==> config.mk <==
export PLATFORM = sky130hd
export DESIGN_NAME = stxl_ctrl
export DESIGN_NICKNAME = d
export VERILOG_FILES = /design/src/design/stxl_pkg.sv /design/src/design/stxl_ctrl.sv
export SDC_FILE = /design/constraint.sdc
export NUM_CORES = 1
export LEC_CHECK = 0
export BUFFER_PORTS_ARGS = -buffer_cell sky130_fd_sc_hd__buf_2
export CAP_MARGIN = 30
export CORE_UTILIZATION = 43
export CTS_BUF_LIST = sky130_fd_sc_hd__clkbuf_8
export CTS_CLUSTER_SIZE = 30
export DETAILED_ROUTE_END_ITERATION = 6
export PLACE_DENSITY = 0.77
export SLEW_MARGIN = 30
export SYNTH_ARGS = -nofsm -noshare
export SYNTH_HDL_FRONTEND = slang
export SYNTH_SLANG_ARGS = --single-unit
==> constraint.sdc <==
create_clock -name clk -period 1.6 [get_ports clk]
set_clock_uncertainty 0.1 [all_clocks]
set_input_delay 0.24 -clock clk [delete_from_list [all_inputs] [get_ports clk]]
set_output_delay 0.24 -clock clk [all_outputs]
set_load 0.05 [all_outputs]
==> src/design/stxl_pkg.sv <==
// Shared types, constants and register codes for the scored vector table.
package stxl_pkg;

  localparam int DEF_TABLE_DEPTH   = 64;
  localparam int DEF_MAX_LOCATIONS = 8;

  localparam int CFG_INDEX_W = 1;
  localparam int CFG_DATA_W  = 7;

  localparam logic [CFG_INDEX_W-1:0] REG_LOCATIONS_IN_USE = 1'b0;
  localparam logic [CFG_INDEX_W-1:0] REG_ENTRIES_IN_USE   = 1'b1;

  localparam logic [3:0] LOCATIONS_RESET = 4'd8;
  localparam logic [6:0] ENTRIES_RESET   = 7'd64;

  // Score of an empty entry: -1.0 in Q16.16.
  localparam logic signed [31:0] EMPTY_SCORE = 32'shFFFF_0000;

  typedef enum logic [2:0] {
    STATUS_MISS     = 3'd0,
    STATUS_HIT      = 3'd1,
    STATUS_INSERTED = 3'd2,
    STATUS_REPLACED = 3'd3,
    STATUS_REJECTED = 3'd4
  } status_t;

  typedef enum logic [3:0] {
    ST_IDLE,
    ST_SEARCH,
    ST_REPLACE,
    ST_READ_LOC,
    ST_EMIT_LOC,
    ST_COPY_RD,
    ST_COPY_WR,
    ST_COMMIT,
    ST_EMIT
  } state_t;

  typedef struct packed {
    logic               mode;
    logic [15:0]        location;
    logic signed [31:0] score;
  } in_word_t;

  typedef struct packed {
    logic [2:0]         status;
    logic [5:0]         slot;
    logic signed [31:0] entry_score;
    logic [15:0]        entry_location;
    logic               last;
  } out_word_t;

  typedef struct packed {
    logic    accept;
    logic    scan_start;
    logic    scan_run;
    logic    take_free_slot;
    logic    take_worst_slot;
    logic    j_clear;
    logic    j_inc;
    logic    qbuf_rd;
    logic    loc_wr;
    logic    loc_rd;
    logic    commit;
    logic    out_load;
    logic    status_we;
    status_t status;
  } dp_cmd_t;

  typedef struct packed {
    logic final_item;
    logic mode;
    logic free;
    logic scan_hit;
    logic scan_empty;
    logic scan_end;
    logic better;
    logic j_last;
    logic out_free;
  } dp_status_t;

endpackage

==> src/design/stxl_ctrl.sv <==
// Controller state machine that sequences accept, scan, copy and result output.
module stxl_ctrl
  import stxl_pkg::*;
(
  input  logic       clk,
  input  logic       rst,
  input  logic       in_valid,
  output logic       in_stall,
  input  dp_status_t sts,
  output dp_cmd_t    cmd
);

  state_t state;
  state_t state_next;

  always_ff @(posedge clk) begin
    if (rst) begin
      state <= ST_IDLE;
    end else begin
      state <= state_next;
    end
  end

  always_comb begin
    state_next = state;
    unique case (state)
      ST_IDLE: begin
        if (in_valid && sts.final_item) begin
          if (!sts.mode) begin
            state_next = ST_SEARCH;
          end else if (sts.free) begin
            state_next = ST_COPY_RD;
          end else begin
            state_next = ST_REPLACE;
          end
        end
      end
      ST_SEARCH: begin
        if (sts.scan_hit) begin
          state_next = ST_READ_LOC;
        end else if (sts.scan_empty || sts.scan_end) begin
          state_next = ST_EMIT;
        end
      end
      ST_REPLACE: begin
        if (sts.scan_end) begin
          state_next = sts.better ? ST_COPY_RD : ST_EMIT;
        end
      end
      ST_READ_LOC: state_next = ST_EMIT_LOC;
      ST_EMIT_LOC: begin
        if (sts.out_free) begin
          state_next = sts.j_last ? ST_IDLE : ST_READ_LOC;
        end
      end
      ST_COPY_RD:  state_next = ST_COPY_WR;
      ST_COPY_WR:  state_next = sts.j_last ? ST_COMMIT : ST_COPY_RD;
      ST_COMMIT:   state_next = ST_EMIT;
      ST_EMIT: begin
        if (sts.out_free) begin
          state_next = ST_IDLE;
        end
      end
    endcase
  end

  always_comb begin
    cmd      = '0;
    in_stall = (state != ST_IDLE);
    unique case (state)
      ST_IDLE: begin
        cmd.accept = in_valid;
        if (in_valid && sts.final_item) begin
          if (sts.mode && sts.free) begin
            cmd.take_free_slot = 1'b1;
            cmd.j_clear        = 1'b1;
            cmd.status_we      = 1'b1;
            cmd.status         = STATUS_INSERTED;
          end else begin
            cmd.scan_start = 1'b1;
          end
        end
      end
      ST_SEARCH: begin
        cmd.scan_run = 1'b1;
        if (sts.scan_hit) begin
          cmd.status_we = 1'b1;
          cmd.status    = STATUS_HIT;
          cmd.j_clear   = 1'b1;
        end else if (sts.scan_empty || sts.scan_end) begin
          cmd.status_we = 1'b1;
          cmd.status    = STATUS_MISS;
        end
      end
      ST_REPLACE: begin
        cmd.scan_run = 1'b1;
        if (sts.scan_end) begin
          cmd.status_we = 1'b1;
          if (sts.better) begin
            cmd.take_worst_slot = 1'b1;
            cmd.j_clear         = 1'b1;
            cmd.status          = STATUS_REPLACED;
          end else begin
            cmd.status = STATUS_REJECTED;
          end
        end
      end
      ST_READ_LOC: cmd.loc_rd = 1'b1;
      ST_EMIT_LOC: begin
        cmd.out_load = sts.out_free;
        cmd.j_inc    = sts.out_free;
      end
      ST_COPY_RD:  cmd.qbuf_rd = 1'b1;
      ST_COPY_WR: begin
        cmd.loc_wr = 1'b1;
        cmd.j_inc  = 1'b1;
      end
      ST_COMMIT:   cmd.commit = 1'b1;
      ST_EMIT:     cmd.out_load = sts.out_free;
    endcase
  end

endmodule

==> metrics.sh, run 1 <==
CTS_MAX_LEVEL=1
SYN-CELL-AREA_UM2=645.6
NUMBER_OF_STANDARD_CELLS_AFTER_SYNTHESIS=91
CTS_MADE_BUFFERS=3
NETLIST_TOP_CELLS_AREA='sky130_fd_sc_hd__dfxtp_1 12%, sky130_fd_sc_hd__nand2b_1 5.8%, sky130_fd_sc_hd__nor2_1 5.2%'
HPWL_MM=1.546
SYNTHESIS.NETS=103
YOSYS_REGISTER_BITS=4
SYNTH_EDF_COUNT=0
INITIAL_UTILIZATION_PCT=47.82
ERROR='[ERROR DPL-0038] Utilization greater than 100%, impossible to legalize'
FLOW.STOPPED_AT='global routing'
GRT-WORST-ENDPOINT='cmd[3]'
GP_CONGESTION=0.8914
PLACEMENT_ROWS=13
WORST_ENDPOINT_KIND='output port'
CTSLONGESTPATHBUFFERS=2
IOS=29
DIE_W_UM=40.75
DOMINANTREGCELLSYNTH='sky130_fd_sc_hd__dfxtp_1'
SYNTH_LARGEST_TYPE_AREA_FRACTION_PCT=12.40
YS_SEQ_AREA_SHARE_PCT=12.40
YOSYSTOPAREACELL='sky130_fd_sc_hd__dfxtp_1'
YS.WARNINGS.COUNT=0
CTS-ROOT-BUF='sky130_fd_sc_hd__clkbuf_8'
PLACEMENT.IO_BUFFERS=28
POSTSYNTHAREAPERCELL_UM2=7.095
DIE_HEIGHT_UM=40.75
POST_SYNTH_NUM_CELL_TYPES=42
CTS_SINKS=4
OUTCOME='stopped before the end'
GRT_START_MAX_NET_PINS=19
FRACTION_OF_REGISTERS_WITH_ASYNC_SET_OR_RESET_AFTER_SYNTHESIS_PCT=0
POST-PLACE-WS_NS=-0.1580
[metrics by stage]
stage	util, %	TNS (ns)	cell area, µm²	instances	hold WS, ns
4_1_cts	95.74	-1.942	1292	153	0.1443
3_5_place_dp	72.29	-1.239	975.9	143	0.3701
3_3_place_gp	72.29	-0.8499	975.9	143	0.3655
2_1_floorplan	-	-1.033	764.5	91	0.2005
[synthesized netlist by cell type (2+ instances only)]
master                     count
sky130_fd_sc_hd__nor2_1        9
sky130_fd_sc_hd__nor3_1        5
sky130_fd_sc_hd__nand2b_1      6
sky130_fd_sc_hd__o21ai_1       2
sky130_fd_sc_hd__o21ai_0       2
sky130_fd_sc_hd__buf_2         3
sky130_fd_sc_hd__o21bai_1      2
sky130_fd_sc_hd__a21boi_0      3
sky130_fd_sc_hd__o22ai_1       3
sky130_fd_sc_hd__nor2b_1       3
sky130_fd_sc_hd__dfxtp_1       4
sky130_fd_sc_hd__and3_1        2
sky130_fd_sc_hd__buf_6         3
sky130_fd_sc_hd__nand2_1       8
sky130_fd_sc_hd__a21oi_1       2
sky130_fd_sc_hd__nand3_1       4
sky130_fd_sc_hd__inv_1         5
[kinds of logic after synthesis]
logic type | Yosys count | synth area share (%)
buffers and inverters | 14 | 13.95
XOR/XNOR | 2 | 2.714
AO/OA/AOI/OAI | 25 | 29.46
flip-flops | 4 | 12.40
AND/OR/NAND/NOR | 46 | 41.47
[what timing repair did]
item,in CTS
setup endpoints to repair,21
gates cloned,0
pin swaps,8
hold buffers,0
setup buffers,7
resized for setup,64
==> run 2: changes to the inputs <==
Settings changed: CORE_AREA set to 2 2 63 65, CORE_UTILIZATION 43 to not set, CTS_BUF_LIST sky130_fd_sc_hd__clkbuf_8 to not set, CTS_CLUSTER_SIZE 30 to not set, DIE_AREA set to 0 0 65 67, PLACE_DENSITY 0.77 to not set, PLACE_DENSITY_LB_ADDON set to 0.15.
Clock period 1.6 ns to 2.1 ns, I/O delays scaled along.
==> run 2 against run 1 <==
  * Synthesized cell count is the same
  * The flow now finishes without violations
  * Synthesized area is the same
==> metrics.sh, run 2 <==
OUTCOME='finished clean'
TOP_LIBRARY_CELLS_BY_USAGE_IN_THE_LAYOUT_FILL_AND_TAPS_ASIDE='23 x sky130_fd_sc_hd__buf_2, 10 x sky130_fd_sc_hd__buf_4, 9 x sky130_fd_sc_hd__nor2_1, 8 x sky130_fd_sc_hd__nand2_1, 6 x sky130_fd_sc_hd__nand2b_1'
MAX_FREQ_MHz=496.3
WORSTHOLDPATHTYPE='in2reg'
YS_SEQ_AREA_SHARE_PCT=12.40  # unchanged
TOTAL_WIRE_LENGTH_MM=2.020
CRITPATHTOPFAMILY='buffers and inverters'
TIMING_HOLD_VIOLATIONS_FINAL=0
GRT_PASS1_WL_MM=3.339
SLEW_HEADROOM_PCT=74.67
IOS=29  # unchanged
P_SW_SHARE_PCT=56.48
CRIT_PATH_END_KIND='primary output'
PWR-SHARE-SEQ_PCT=8.8
CP.ARRIVAL_NS=1.60
YS.WARNINGS.COUNT=0  # unchanged
NUMBER_OF_GLOBAL_ROUTE_VIAS_BEFORE_REPAIR=713
MAX-VDD-IR-DROP_mV=0.6573
DIE_AREA_UM2=4355
DETAILROUTE.VIA_COUNT=744
PLACEMENT_ROWS=22  # +9
POST_SYNTH_NUM_CELL_TYPES=42  # unchanged
FRACTION_OF_REGISTERS_WITH_ASYNC_SET_OR_RESET_AFTER_SYNTHESIS_PCT=0  # unchanged
LAYOUT_TOP_REGISTERS='state: 4 flops'
FINALSETUPTNS_NS=0
CTS_HOLD_BUFFERS=0  # unchanged
LEAKAGEPOWER_uW=0.0004449
MAX_SLEW.WORST_PIN.SLEW_NS=0.3703
PLACEMENT.IO_BUFFERS=28  # unchanged
CLK-INSERTION-DELAY-LATE_NS=0.21
CTS-ROOT-BUF='sky130_fd_sc_hd__clkbuf_8'
SYNTH.MOST_COMMON_CELL='sky130_fd_sc_hd__nor2_1'
CRIT_PATH_MAX_FANOUT=16
POWER_FRAC_CLOCK_PCT=9.2
ANTENNA_VIOLATIONS_BEFORE_REPAIR=0
FIN_CRIT_NS=2.015
WL_PER_CELL_UM=11.81
ANTENNA_VIOLATING_NETS_POST_ROUTE=0
YOSYSTOPAREACELL='sky130_fd_sc_hd__dfxtp_1'
NUMBER_OF_STANDARD_CELLS_AFTER_SYNTHESIS=91  # unchanged
FINAL_MIN_PERIOD_OVER_CLOCK_PERIOD_PCT=95.94
DRV_CAP=0
GRT_OVERFLOW=0
POWER.NET_SWITCHING_uW=963.3
CTSLONGESTPATHBUFFERS=2  # unchanged
CP-START-KIND='flop'
N_FILL_CELL=409
SYNTH_COMMON_CELLS='9 x sky130_fd_sc_hd__nor2_1, 8 x sky130_fd_sc_hd__nand2_1, 6 x sky130_fd_sc_hd__nand2b_1, 5 x sky130_fd_sc_hd__inv_1, 5 x sky130_fd_sc_hd__nor3_1'
SYN-CELL-AREA_UM2=645.6  # unchanged
MOSTFREQUENTLAYOUTCELL='sky130_fd_sc_hd__buf_2'
INTPOWER_uW=742.3
REGMOSTFLOPS='state'
TIMING.CRITICAL_PATH.CELLS='buf_4 > nor4b_4 > nand3_1 > inv_1 > buf_2'
LARGEST_REGISTER_FFS=4
DIE_W_UM=65  # +60%
DRT_PRE_ANTENNA_ITERS=4
GROUTE.USAGE.OVERALL_PCT=9.918
WORST_SETUP_HOLD_PATH_CLK_SLEW_NS=0.03
CRITPATHMAXSTAGEDELAY_NS=0.34
GP_CONGESTION=0.6873  # -23%
DOMINANTREGCELLSYNTH='sky130_fd_sc_hd__dfxtp_1'
CRITICAL_PATH_BUF_INV_COUNT=3
NETS=137
PWR_DENSITY_CELL_nW_PER_UM2=1822
DRIVE_ABOVE_1_SHARE_PCT=41.46
SYNTHESIS.NETS=103  # unchanged
HPWL_MM=1.656  # +7.1%
NETLIST_TOP_CELLS_AREA='sky130_fd_sc_hd__dfxtp_1 12%, sky130_fd_sc_hd__nand2b_1 5.8%, sky130_fd_sc_hd__nor2_1 5.2%'
DETAILEDROUTE.FIRSTITERATIONVIOLATIONS=66
PLACEABLECOREAREA_UM2=3606
LAYOUTNONFILLERINSTCOUNT=171
POST-PLACE-CELLS=168  # +17%
SYNTH_LARGEST_TYPE_AREA_FRACTION_PCT=12.40  # unchanged
WORSTSETUPPATHTYPE='reg2out'
AREA_GROWTH_SYN_TO_FIN_PCT=44.96
DIE_HEIGHT_UM=67  # +64%
CTS_MAX_LEVEL=1  # unchanged
INITIAL_UTILIZATION_PCT=17.90  # -30 points
REMAINING_DRCS=0
ROUTED_VIA_DENSITY=4.351
CTS_MADE_BUFFERS=3  # unchanged
CTS_SINKS=4  # unchanged
SYNTH_EDF_COUNT=0  # unchanged
GRT_START_MAX_NET_PINS=17
POSTSYNTHAREAPERCELL_UM2=7.095  # unchanged
ANTENNA-DIODE-COUNT=0
COMBPWRFRAC_PCT=82.0
SLEW_VIOLATIONS=0
TRITONCTS='built'
FINALSETUPVIOLCOUNT=0
TIMING.CRITICAL_PATH.SLOWEST_STAGE_CELL='sky130_fd_sc_hd__nor4b_4'
YOSYS_REGISTER_BITS=4  # unchanged
REQUIRED_ARRIVAL_TIME_AT_THE_WORST_ENDPOINT_NS=1.68
TIMING.REG2REG.SETUP_SLACK_NS=0.39
run 2: cell counts after synthesis:
No cell type changed its count.
run 2: final timing paths:
| kind | endpoint | startpoint | depth (start not counted) |
|---|---|---|---|
| worst max-delay path | cmd[11] | state[3]$_SDFFE_PP0P_ | 5 |
| worst min-delay path | state[0]$_SDFFE_PP0P_ | rst | 2 |
| worst max register to register | state[0]$_SDFFE_PP0P_ | state[3]$_SDFFE_PP0P_ | 6 |
| worst min register to register | state[2]$_SDFFE_PP0P_ | state[2]$_SDFFE_PP0P_ | 3 |
run 2: layout make-up:
class | instances | area, µm² | share of cell area [%]
inverter | 6 | 22.52 | 2.406
multi-input combinational | 73 | 504.2 | 53.88
timing repair buffer | 37 | 227.7 | 24.33
clock buffer | 3 | 41.29 | 4.412
sequential | 4 | 80.08 | 8.556
tap | 48 | 60.06 | 6.417
run 2: timing repair:
| action | 4_1_cts | 5_1_grt |
|---|---|---|
| buffers inserted | 0 | 0 |
| setup endpoints to repair | 3 | 5 |
| resized for setup | 2 | 8 |
run 2: routing by layer:
metal	vias up	GRT usage, %	routed length, µm
met5	-	0	0
met4	0	5.053	26
met3	2	1.351	107
met2	29	14.82	830
met1	320	13.74	1056
li1	393	-	-
run 2: power groups by stage:
stage,clock network [µW],registers (µW),logic [µW]
final,157,150,1400
after detailed placement,0,151,1360
after CTS,164,151,1390
after global placement,0,151,1370
after floorplan,0,135,1070
after global routing,168,156,1510
run 2: metrics by stage:
step	util [%]	area, µm²	hold slack [ns]	power, µW	worst slack [ns]
after floorplan	-	665.6	0.2829	1205	0.06099
after global placement	24.01	865.8	0.4595	1517	0.2374
after detailed placement	24.01	865.8	0.4634	1508	0.2128
after CTS	25.47	918.4	0.2378	1700	0.002696
after global routing	25.95	935.9	0.2644	1836	-0.01119
final	25.95	935.9	0.2426	1706	0.08517
run 2: cells by family after synthesis:
group / share of synthesized area, %
buf+inv: 13.95
simple gates: 41.47
compound gates: 29.46
xor+xnor: 2.714
flops: 12.40
(Power assumes the default switching activity.)
==> run 3: changes to the inputs <==
Clock period 2.1 ns to 1.7 ns, I/O delays scaled along.
==> run 3 against run 2 <==
  * Largest cell class unchanged
  * First-iteration DRC count decreased by 71%
  * Global-route usage rose by 2.1 points
  * Critical endpoint is now cmd[3]
  * Cell area is 51% higher
  * Clock power rose by 29%
  * The flow now finishes with violations (setup timing)
  * Setup slack worse by 0.26 ns
  * Core utilization increased by 13 points
  * Flip-flop and latch count did not move
==> metrics.sh, run 3 (same netlist as run 2, synthesis figures left out) <==
OUTCOME='complete, but fails checks'
VIOLATED_CHECKS='setup timing'
CRITPATHTOPFAMILY='simple AND/OR/NAND/NOR gates'
PWR_DENSITY_CELL_nW_PER_UM2=2185  # +20%
FINAL_MIN_PERIOD_OVER_CLOCK_PERIOD_PCT=110.3
DIE_HEIGHT_UM=67  # unchanged
CRIT-REG2REG-LAUNCH='state[0]$_SDFFE_PP0P_'
WORST_SLACK_NS=-0.1755  # -0.2607 ns
DIE_W_UM=65  # unchanged
POST-LAYOUT-TOTAL-POWER_uW=3084  # +81%
CP.ARRIVAL_NS=1.52  # -0.08 ns
WORST_SETUP_HOLD_PATH_CLK_SLEW_NS=0.03  # about the same
WORSTHOLDPATHTYPE='in2reg'
LARGEST_REGISTER_FFS=4  # unchanged
NUMBER_OF_GLOBAL_ROUTE_VIAS_BEFORE_REPAIR=858  # +20%
CTSLONGESTPATHBUFFERS=2  # unchanged
IOS=29  # unchanged
TOP_LIBRARY_CELLS_BY_USAGE_IN_THE_LAYOUT_FILL_AND_TAPS_ASIDE='21 x sky130_fd_sc_hd__buf_4, 12 x sky130_fd_sc_hd__buf_2, 11 x sky130_fd_sc_hd__buf_6, 8 x sky130_fd_sc_hd__buf_8, 6 x sky130_fd_sc_hd__nand2_1'
GROUTE.USAGE.OVERALL_PCT=11.99  # +2.1 points
GRT_OVERFLOW=0  # unchanged
FIN_CRIT_NS=1.876
N_FILL_CELL=368  # -10%
CRIT_PATH_MAX_FANOUT=4  # -12
POST-PLACE-WS_NS=-0.1375  # -0.3503 ns
UNREPAIRED_SETUP_ENDPOINTS_AFTER_GLOBAL_ROUTING='yes'
MAX_FREQ_MHz=533.2
LAYOUT_TOP_REGISTERS='state: 4 flops'
AREA_OF_THE_MULTI_INPUT_GATES_UM2=679.4  # +35%
HOLD_WS_NS=0.1622  # -0.08035 ns
WORSTSETUPPATHTYPE='reg2out'
TRITONCTS='built'
MAX_SLEW.WORST_PIN.SLEW_NS=0.3566  # -0.01368 ns
DIE_AREA_UM2=4355  # unchanged
TIMING.CRITICAL_PATH.SLOWEST_STAGE_CELL='sky130_fd_sc_hd__dfxtp_4'
WORST-R2R-CELL-COUNT=6  # unchanged
GP_CONGESTION=0.7409  # +7.8%
DRT_PRE_ANTENNA_ITERS=4  # unchanged
CRITPATHMAXSTAGEDELAY_NS=0.35  # about the same
WL_PER_CELL_UM=13.20  # +12%
CP-START-KIND='flop'
DRV_CAP=0  # unchanged
NETS=154  # +12%
PLACEABLECOREAREA_UM2=3606  # unchanged
ANTENNA_VIOLATING_NETS_POST_ROUTE=0  # unchanged
REMAINING_DRCS=0  # unchanged
CTS_SINKS=4  # unchanged
PLACEMENT_ROWS=22  # unchanged
DETAILROUTE.VIA_COUNT=854  # +15%
SLEW_VIOLATIONS=0  # unchanged
HOLDPATHEND='state[0]$_SDFFE_PP0P_'
AREA_GROWTH_SYN_TO_FIN_PCT=118.6
REG2REG_TO='state[0]$_SDFFE_PP0P_'
TOTAL_WIRE_LENGTH_MM=2.481  # +23%
PLACEMENT.IO_BUFFERS=28  # unchanged
ANTENNA_VIOLATIONS_BEFORE_REPAIR=0  # unchanged
REGAREA_UM2=90.09  # +12%
CRIT_PATH_END_KIND='primary output'
CTS_MADE_BUFFERS=3  # unchanged
GRT_PASS1_WL_MM=4.036  # +21%
ROUTED_VIA_DENSITY=4.543  # +4.4%
CTS-ROOT-BUF='sky130_fd_sc_hd__clkbuf_8'
DRIVE_ABOVE_1_SHARE_PCT=68.57  # +27 points
CTS_MAX_LEVEL=1  # unchanged
CRITICAL_PATH_BUF_INV_COUNT=1  # -2
HOLDCRITSTARTPOINT='rst'
TIMING.CRITICAL_PATH.CELLS='nor4_4 > nand3_1 > or2_4 > o31ai_4 > buf_6'
HPWL_MM=1.712  # +3.4%
ANTENNA-DIODE-COUNT=0  # unchanged
CLK-INSERTION-DELAY-LATE_NS=0.22  # about the same
REGMOSTFLOPS='state'
TIMING_HOLD_VIOLATIONS_FINAL=0  # unchanged
DETAILEDROUTE.FIRSTITERATIONVIOLATIONS=19  # -71%
REQUIRED_ARRIVAL_TIME_AT_THE_WORST_ENDPOINT_NS=1.34  # -0.34 ns
WHS_PATH_DEPTH=2  # unchanged
GRT_START_MAX_NET_PINS=18  # +1
FINALSETUPVIOLCOUNT=10  # +10
MAX-VDD-IR-DROP_mV=0.6966  # +6.0%
LEAKAGEPOWER_uW=0.0005756  # +29%
INITIAL_UTILIZATION_PCT=17.90  # unchanged
TIMING.REG2REG.SETUP_SLACK_NS=-0.05  # -0.44 ns
SLEW_HEADROOM_PCT=75.89  # +1.2 points
MOSTFREQUENTLAYOUTCELL='sky130_fd_sc_hd__buf_4'
[run 3: cell types whose count changed in the layout (fill, tap and decap cells not counted), moves of 4 or more]
cell	before	now
sky130_fd_sc_hd__dfxtp_1	4	0
sky130_fd_sc_hd__nor2_1	9	4
sky130_fd_sc_hd__buf_6	2	11
sky130_fd_sc_hd__buf_4	10	21
sky130_fd_sc_hd__buf_8	0	8
sky130_fd_sc_hd__buf_2	23	12
[run 3: how the worst max path moves through the flow]
stage	startpoint	to	slack, ns	cells after the start
after floorplan	state[0]$_SDFFE_PP0P_	cmd[3]	-0.27	4
after global placement	state[0]$_SDFFE_PP0P_	cmd[10]	-0.12	5
after detailed placement	state[0]$_SDFFE_PP0P_	cmd[10]	-0.14	5
after CTS	state[2]$_SDFFE_PP0P_	cmd[3]	-0.19	5
after global routing	state[2]$_SDFFE_PP0P_	cmd[3]	-0.23	5
final	state[2]$_SDFFE_PP0P_	cmd[3]	-0.18	5
[run 3: stage by stage]
stage	setup TNS, ns	cells	util [%]	instance area, µm²
after floorplan	-0.5887	91	-	730.7
after global placement	-0.5775	176	27.31	984.7
after detailed placement	-0.6891	176	27.31	984.7
after CTS	-1.226	185	35.91	1295
after global routing	-1.740	188	39.14	1411
final	-1.053	188	39.14	1411
[run 3: power by group]
group	switching (µW)	internal, µW	total [µW]
Combinational	1380	1290	2670
Sequential	62.2	146	209
Clock	51.2	151	202
Total	1500	1590	3080
[run 3: layer usage]
layer | GRT usage [%] | part of all wire (%) | wire [µm] | vias to the layer above
li1 | - | - | - | 432
met1 | 14.59 | 45 | 1112 | 400
met2 | 21.39 | 51 | 1269 | 22
met3 | 2.872 | 4.0 | 99 | 0
met4 | 2.394 | 0 | 0 | 0
met5 | 0 | 0 | 0 | -
[run 3: worst reg2reg max path: stages, from the launching register on]
cell and delay (ns):
sky130_fd_sc_hd__dfxtp_2 0.33, sky130_fd_sc_hd__buf_6 0.13, sky130_fd_sc_hd__nor4b_4 0.37, sky130_fd_sc_hd__buf_4 0.19
sky130_fd_sc_hd__a22oi_2 0.09, sky130_fd_sc_hd__and2_4 0.19, sky130_fd_sc_hd__a311oi_2 0.25
[run 3: cell type report]
cell class / count / share of cell area, %
multi-input cells: 73 / 48.14
repair buffers: 54 / 36.44
flip-flops and latches: 4 / 6.383
well taps: 48 / 4.255
clock buffers: 3 / 2.926
inverters: 6 / 1.862
[run 3: timing repair]
item / CTS / global route
pin swaps: 8 / 7
gates cloned: 1 / 0
hold buffers: 0 / 0
endpoints found under the setup margin: 17 / 20
setup buffers: 5 / 4
resized for setup: 55 / 20
==> run 4: changes to the inputs <==
Clock period 1.7 ns to 2.05 ns, I/O delays scaled along.
==> run 4 against run 3 <==
  * The flow now finishes without violations
  * Clock power down 19%
  * Core utilization down 12 points
  * Critical path depth unchanged
  * Non-clock buffer count down 15
  * Worst hold slack better by 0.084 ns
  * Count of clock-buffer cells in the layout unchanged
  * Register-to-register slack better by 0.35 ns
  * Global-route usage down 1.7 points
  * Routed wire length down 17%
  * Critical path type unchanged
==> metrics.sh, run 4 (same netlist as run 2, synthesis figures left out) <==
LEAKAGEPOWER_uW=0.0004585  # -20%
DIE_HEIGHT_UM=67  # unchanged
N_FILL_CELL=405  # +10%
GRT_PASS1_WL_MM=3.519  # -13%
CTS_MAX_LEVEL=1  # unchanged
DETAILED_PLACE.AREA_UM2=880.8  # -11%
PLACEMENT.IO_BUFFERS=28  # unchanged
SLEW_HEADROOM_PCT=74.64  # -1.3 points
POSTCTS_SETUP_BUFS=0  # -5
GRT_START_MAX_NET_PINS=15  # -3
WORSTHOLDPATHTYPE='in2reg'
NUMBER_OF_GLOBAL_ROUTE_VIAS_BEFORE_REPAIR=751  # -12%
ROUTED_VIA_DENSITY=4.474  # -1.5%
CRIT_PATH_MAX_FANOUT=5  # +1
HPWL_MM=1.708  # -0.23%
MAX_FREQ_MHz=516.2
DESIGN_AREA_UM2=967.2  # -31%
DIE_W_UM=65  # unchanged
DETAILEDROUTE.FIRSTITERATIONVIOLATIONS=45  # +26
CTS_HOLD_BUFFERS=0  # unchanged
LARGEST_REGISTER_FFS=4  # unchanged
REQUIRED_ARRIVAL_TIME_AT_THE_WORST_ENDPOINT_NS=1.64  # +0.30 ns
GROUTE.LAYER.MET3.USAGE_PCT=2.703  # -0.17 points
MOSTFREQUENTLAYOUTCELL='sky130_fd_sc_hd__buf_2'
IOS=29  # unchanged
ANTENNA-DIODE-COUNT=0  # unchanged
DRV_CAP=0  # unchanged
DRIVE_ABOVE_1_SHARE_PCT=44.80  # -24 points
GLOBALROUTE.BUSIESTLAYER='met2'
DETAILROUTE.VIA_COUNT=774  # -9.4%
ANTENNA_VIOLATIONS_BEFORE_REPAIR=0  # unchanged
TOTAL_WIRE_LENGTH_MM=2.056  # -17%
REGMOSTFLOPS='state'
LAYOUT_TOP_REGISTERS='state: 4 flops'
ANTENNA_VIOLATING_NETS_POST_ROUTE=0  # unchanged
PLACEABLECOREAREA_UM2=3606  # unchanged
REMAINING_DRCS=0  # unchanged
INITIAL_UTILIZATION_PCT=17.90  # unchanged
CP-START-KIND='flop'
TIMING.REG2REG.SETUP_SLACK_NS=0.30  # +0.35 ns
GLOBALROUTEMET2UTIL_PCT=17.40  # -4.0 points
GROUTE.USAGE.OVERALL_PCT=10.31  # -1.7 points
GP_CONGESTION=0.7523  # +1.5%
MAX_SLEW.WORST_PIN.SLEW_NS=0.3708  # +0.01419 ns
CTS_SINKS=4  # unchanged
MAX-VDD-IR-DROP_mV=0.7027  # +0.87%
FIN_CRIT_NS=1.937
CRIT_PATH_END_KIND='primary output'
FINALSETUPVIOLCOUNT=0  # -10
NETS=139  # -9.7%
WORST_SETUP_HOLD_PATH_CLK_SLEW_NS=0.03  # about the same
GRT_UTIL_MET1_PCT=13.65  # -0.93 points
PLACEMENT_ROWS=22  # unchanged
TOP_LIBRARY_CELLS_BY_USAGE_IN_THE_LAYOUT_FILL_AND_TAPS_ASIDE='22 x sky130_fd_sc_hd__buf_2, 12 x sky130_fd_sc_hd__buf_4, 9 x sky130_fd_sc_hd__nor2_1, 8 x sky130_fd_sc_hd__nand2_1, 6 x sky130_fd_sc_hd__nand2b_1'
WORSTSETUPPATHTYPE='reg2out'
WL_PER_CELL_UM=11.88  # -9.9%
CTS_MADE_BUFFERS=3  # unchanged
REGAREA_UM2=82.58  # -8.3%
CLK-INSERTION-DELAY-LATE_NS=0.21  # about the same
FINALSETUPTNS_NS=0  # +1.053 ns
DIE_AREA_UM2=4355  # unchanged
DRT_PRE_ANTENNA_ITERS=4  # unchanged
SLEW_VIOLATIONS=0  # unchanged
TRITONCTS='built'
PWR_DENSITY_CELL_nW_PER_UM2=1829  # -16%
FINAL_MIN_PERIOD_OVER_CLOCK_PERIOD_PCT=94.50
CP.ARRIVAL_NS=1.53  # about the same
OUTCOME='finished clean'
AREA_GROWTH_SYN_TO_FIN_PCT=49.81
TIMING_HOLD_VIOLATIONS_FINAL=0  # unchanged
CTS-ROOT-BUF='sky130_fd_sc_hd__clkbuf_8'
GRT_OVERFLOW=0  # unchanged
AREA_OF_THE_MULTI_INPUT_GATES_UM2=511.7  # -25%
CTSLONGESTPATHBUFFERS=2  # unchanged
## run 4: final timing paths
path,from,endpoint,depth (start not counted)
worst min-delay path,rst,state[0]$_SDFFE_PP0P_,2
worst max-delay path,state[0]$_SDFFE_PP0P_,cmd[0],5
worst max register to register,state[0]$_SDFFE_PP0P_,state[0]$_SDFFE_PP0P_,6
worst min register to register,state[3]$_SDFFE_PP0P_,state[3]$_SDFFE_PP0P_,3
## run 4: what timing repair did
| item | CTS | global route |
|---|---|---|
| gates resized for setup | 6 | 9 |
| setup endpoints to repair | 6 | 7 |
| pin swaps | 0 | 1 |
## run 4: final cells by class
type	count	area share (%)
multi-input cells	73	52.91
clock buffers	3	4.269
well taps	48	6.210
inverters	6	2.329
repair buffers	39	25.74
flip-flops and latches	4	8.538
## run 4: critical path: stages, from the launching register on
cell                       delay [ns]
sky130_fd_sc_hd__dfxtp_1         0.33
sky130_fd_sc_hd__buf_4           0.17
sky130_fd_sc_hd__nor4b_4         0.36
sky130_fd_sc_hd__nand3_2         0.15
sky130_fd_sc_hd__nand2_1         0.08
sky130_fd_sc_hd__clkbuf_4        0.22
## run 4: power breakdown
group          leakage (µW)  total [µW]  internal (µW)  switching, µW
Sequential        0.0000337         173            113           59.7
Clock             0.0000216         163            125           37.7
Combinational      0.000403        1430            545            889
Total              0.000459        1770            783            986
## run 4: stage by stage
step	utilization (%)	hold WS (ns)	power (µW)	setup WS (ns)	instances
detailed placement	24.43	0.4658	1558	0.1464	170
finish	26.82	0.2464	1769	0.1128	173
global placement	24.43	0.4597	1567	0.1174	170
global route	26.82	0.2540	1903	-0.01004	173
floorplan	-	0.2754	1234	0.01849	91
CTS	26.16	0.2427	1777	0.001737	173
## run 4: metal layers
metal  up-vias  routed length, µm
li1        399                  -
met1       346               1038
met2        29                892
met3         0                125
met4         0                  0
met5         -                  0
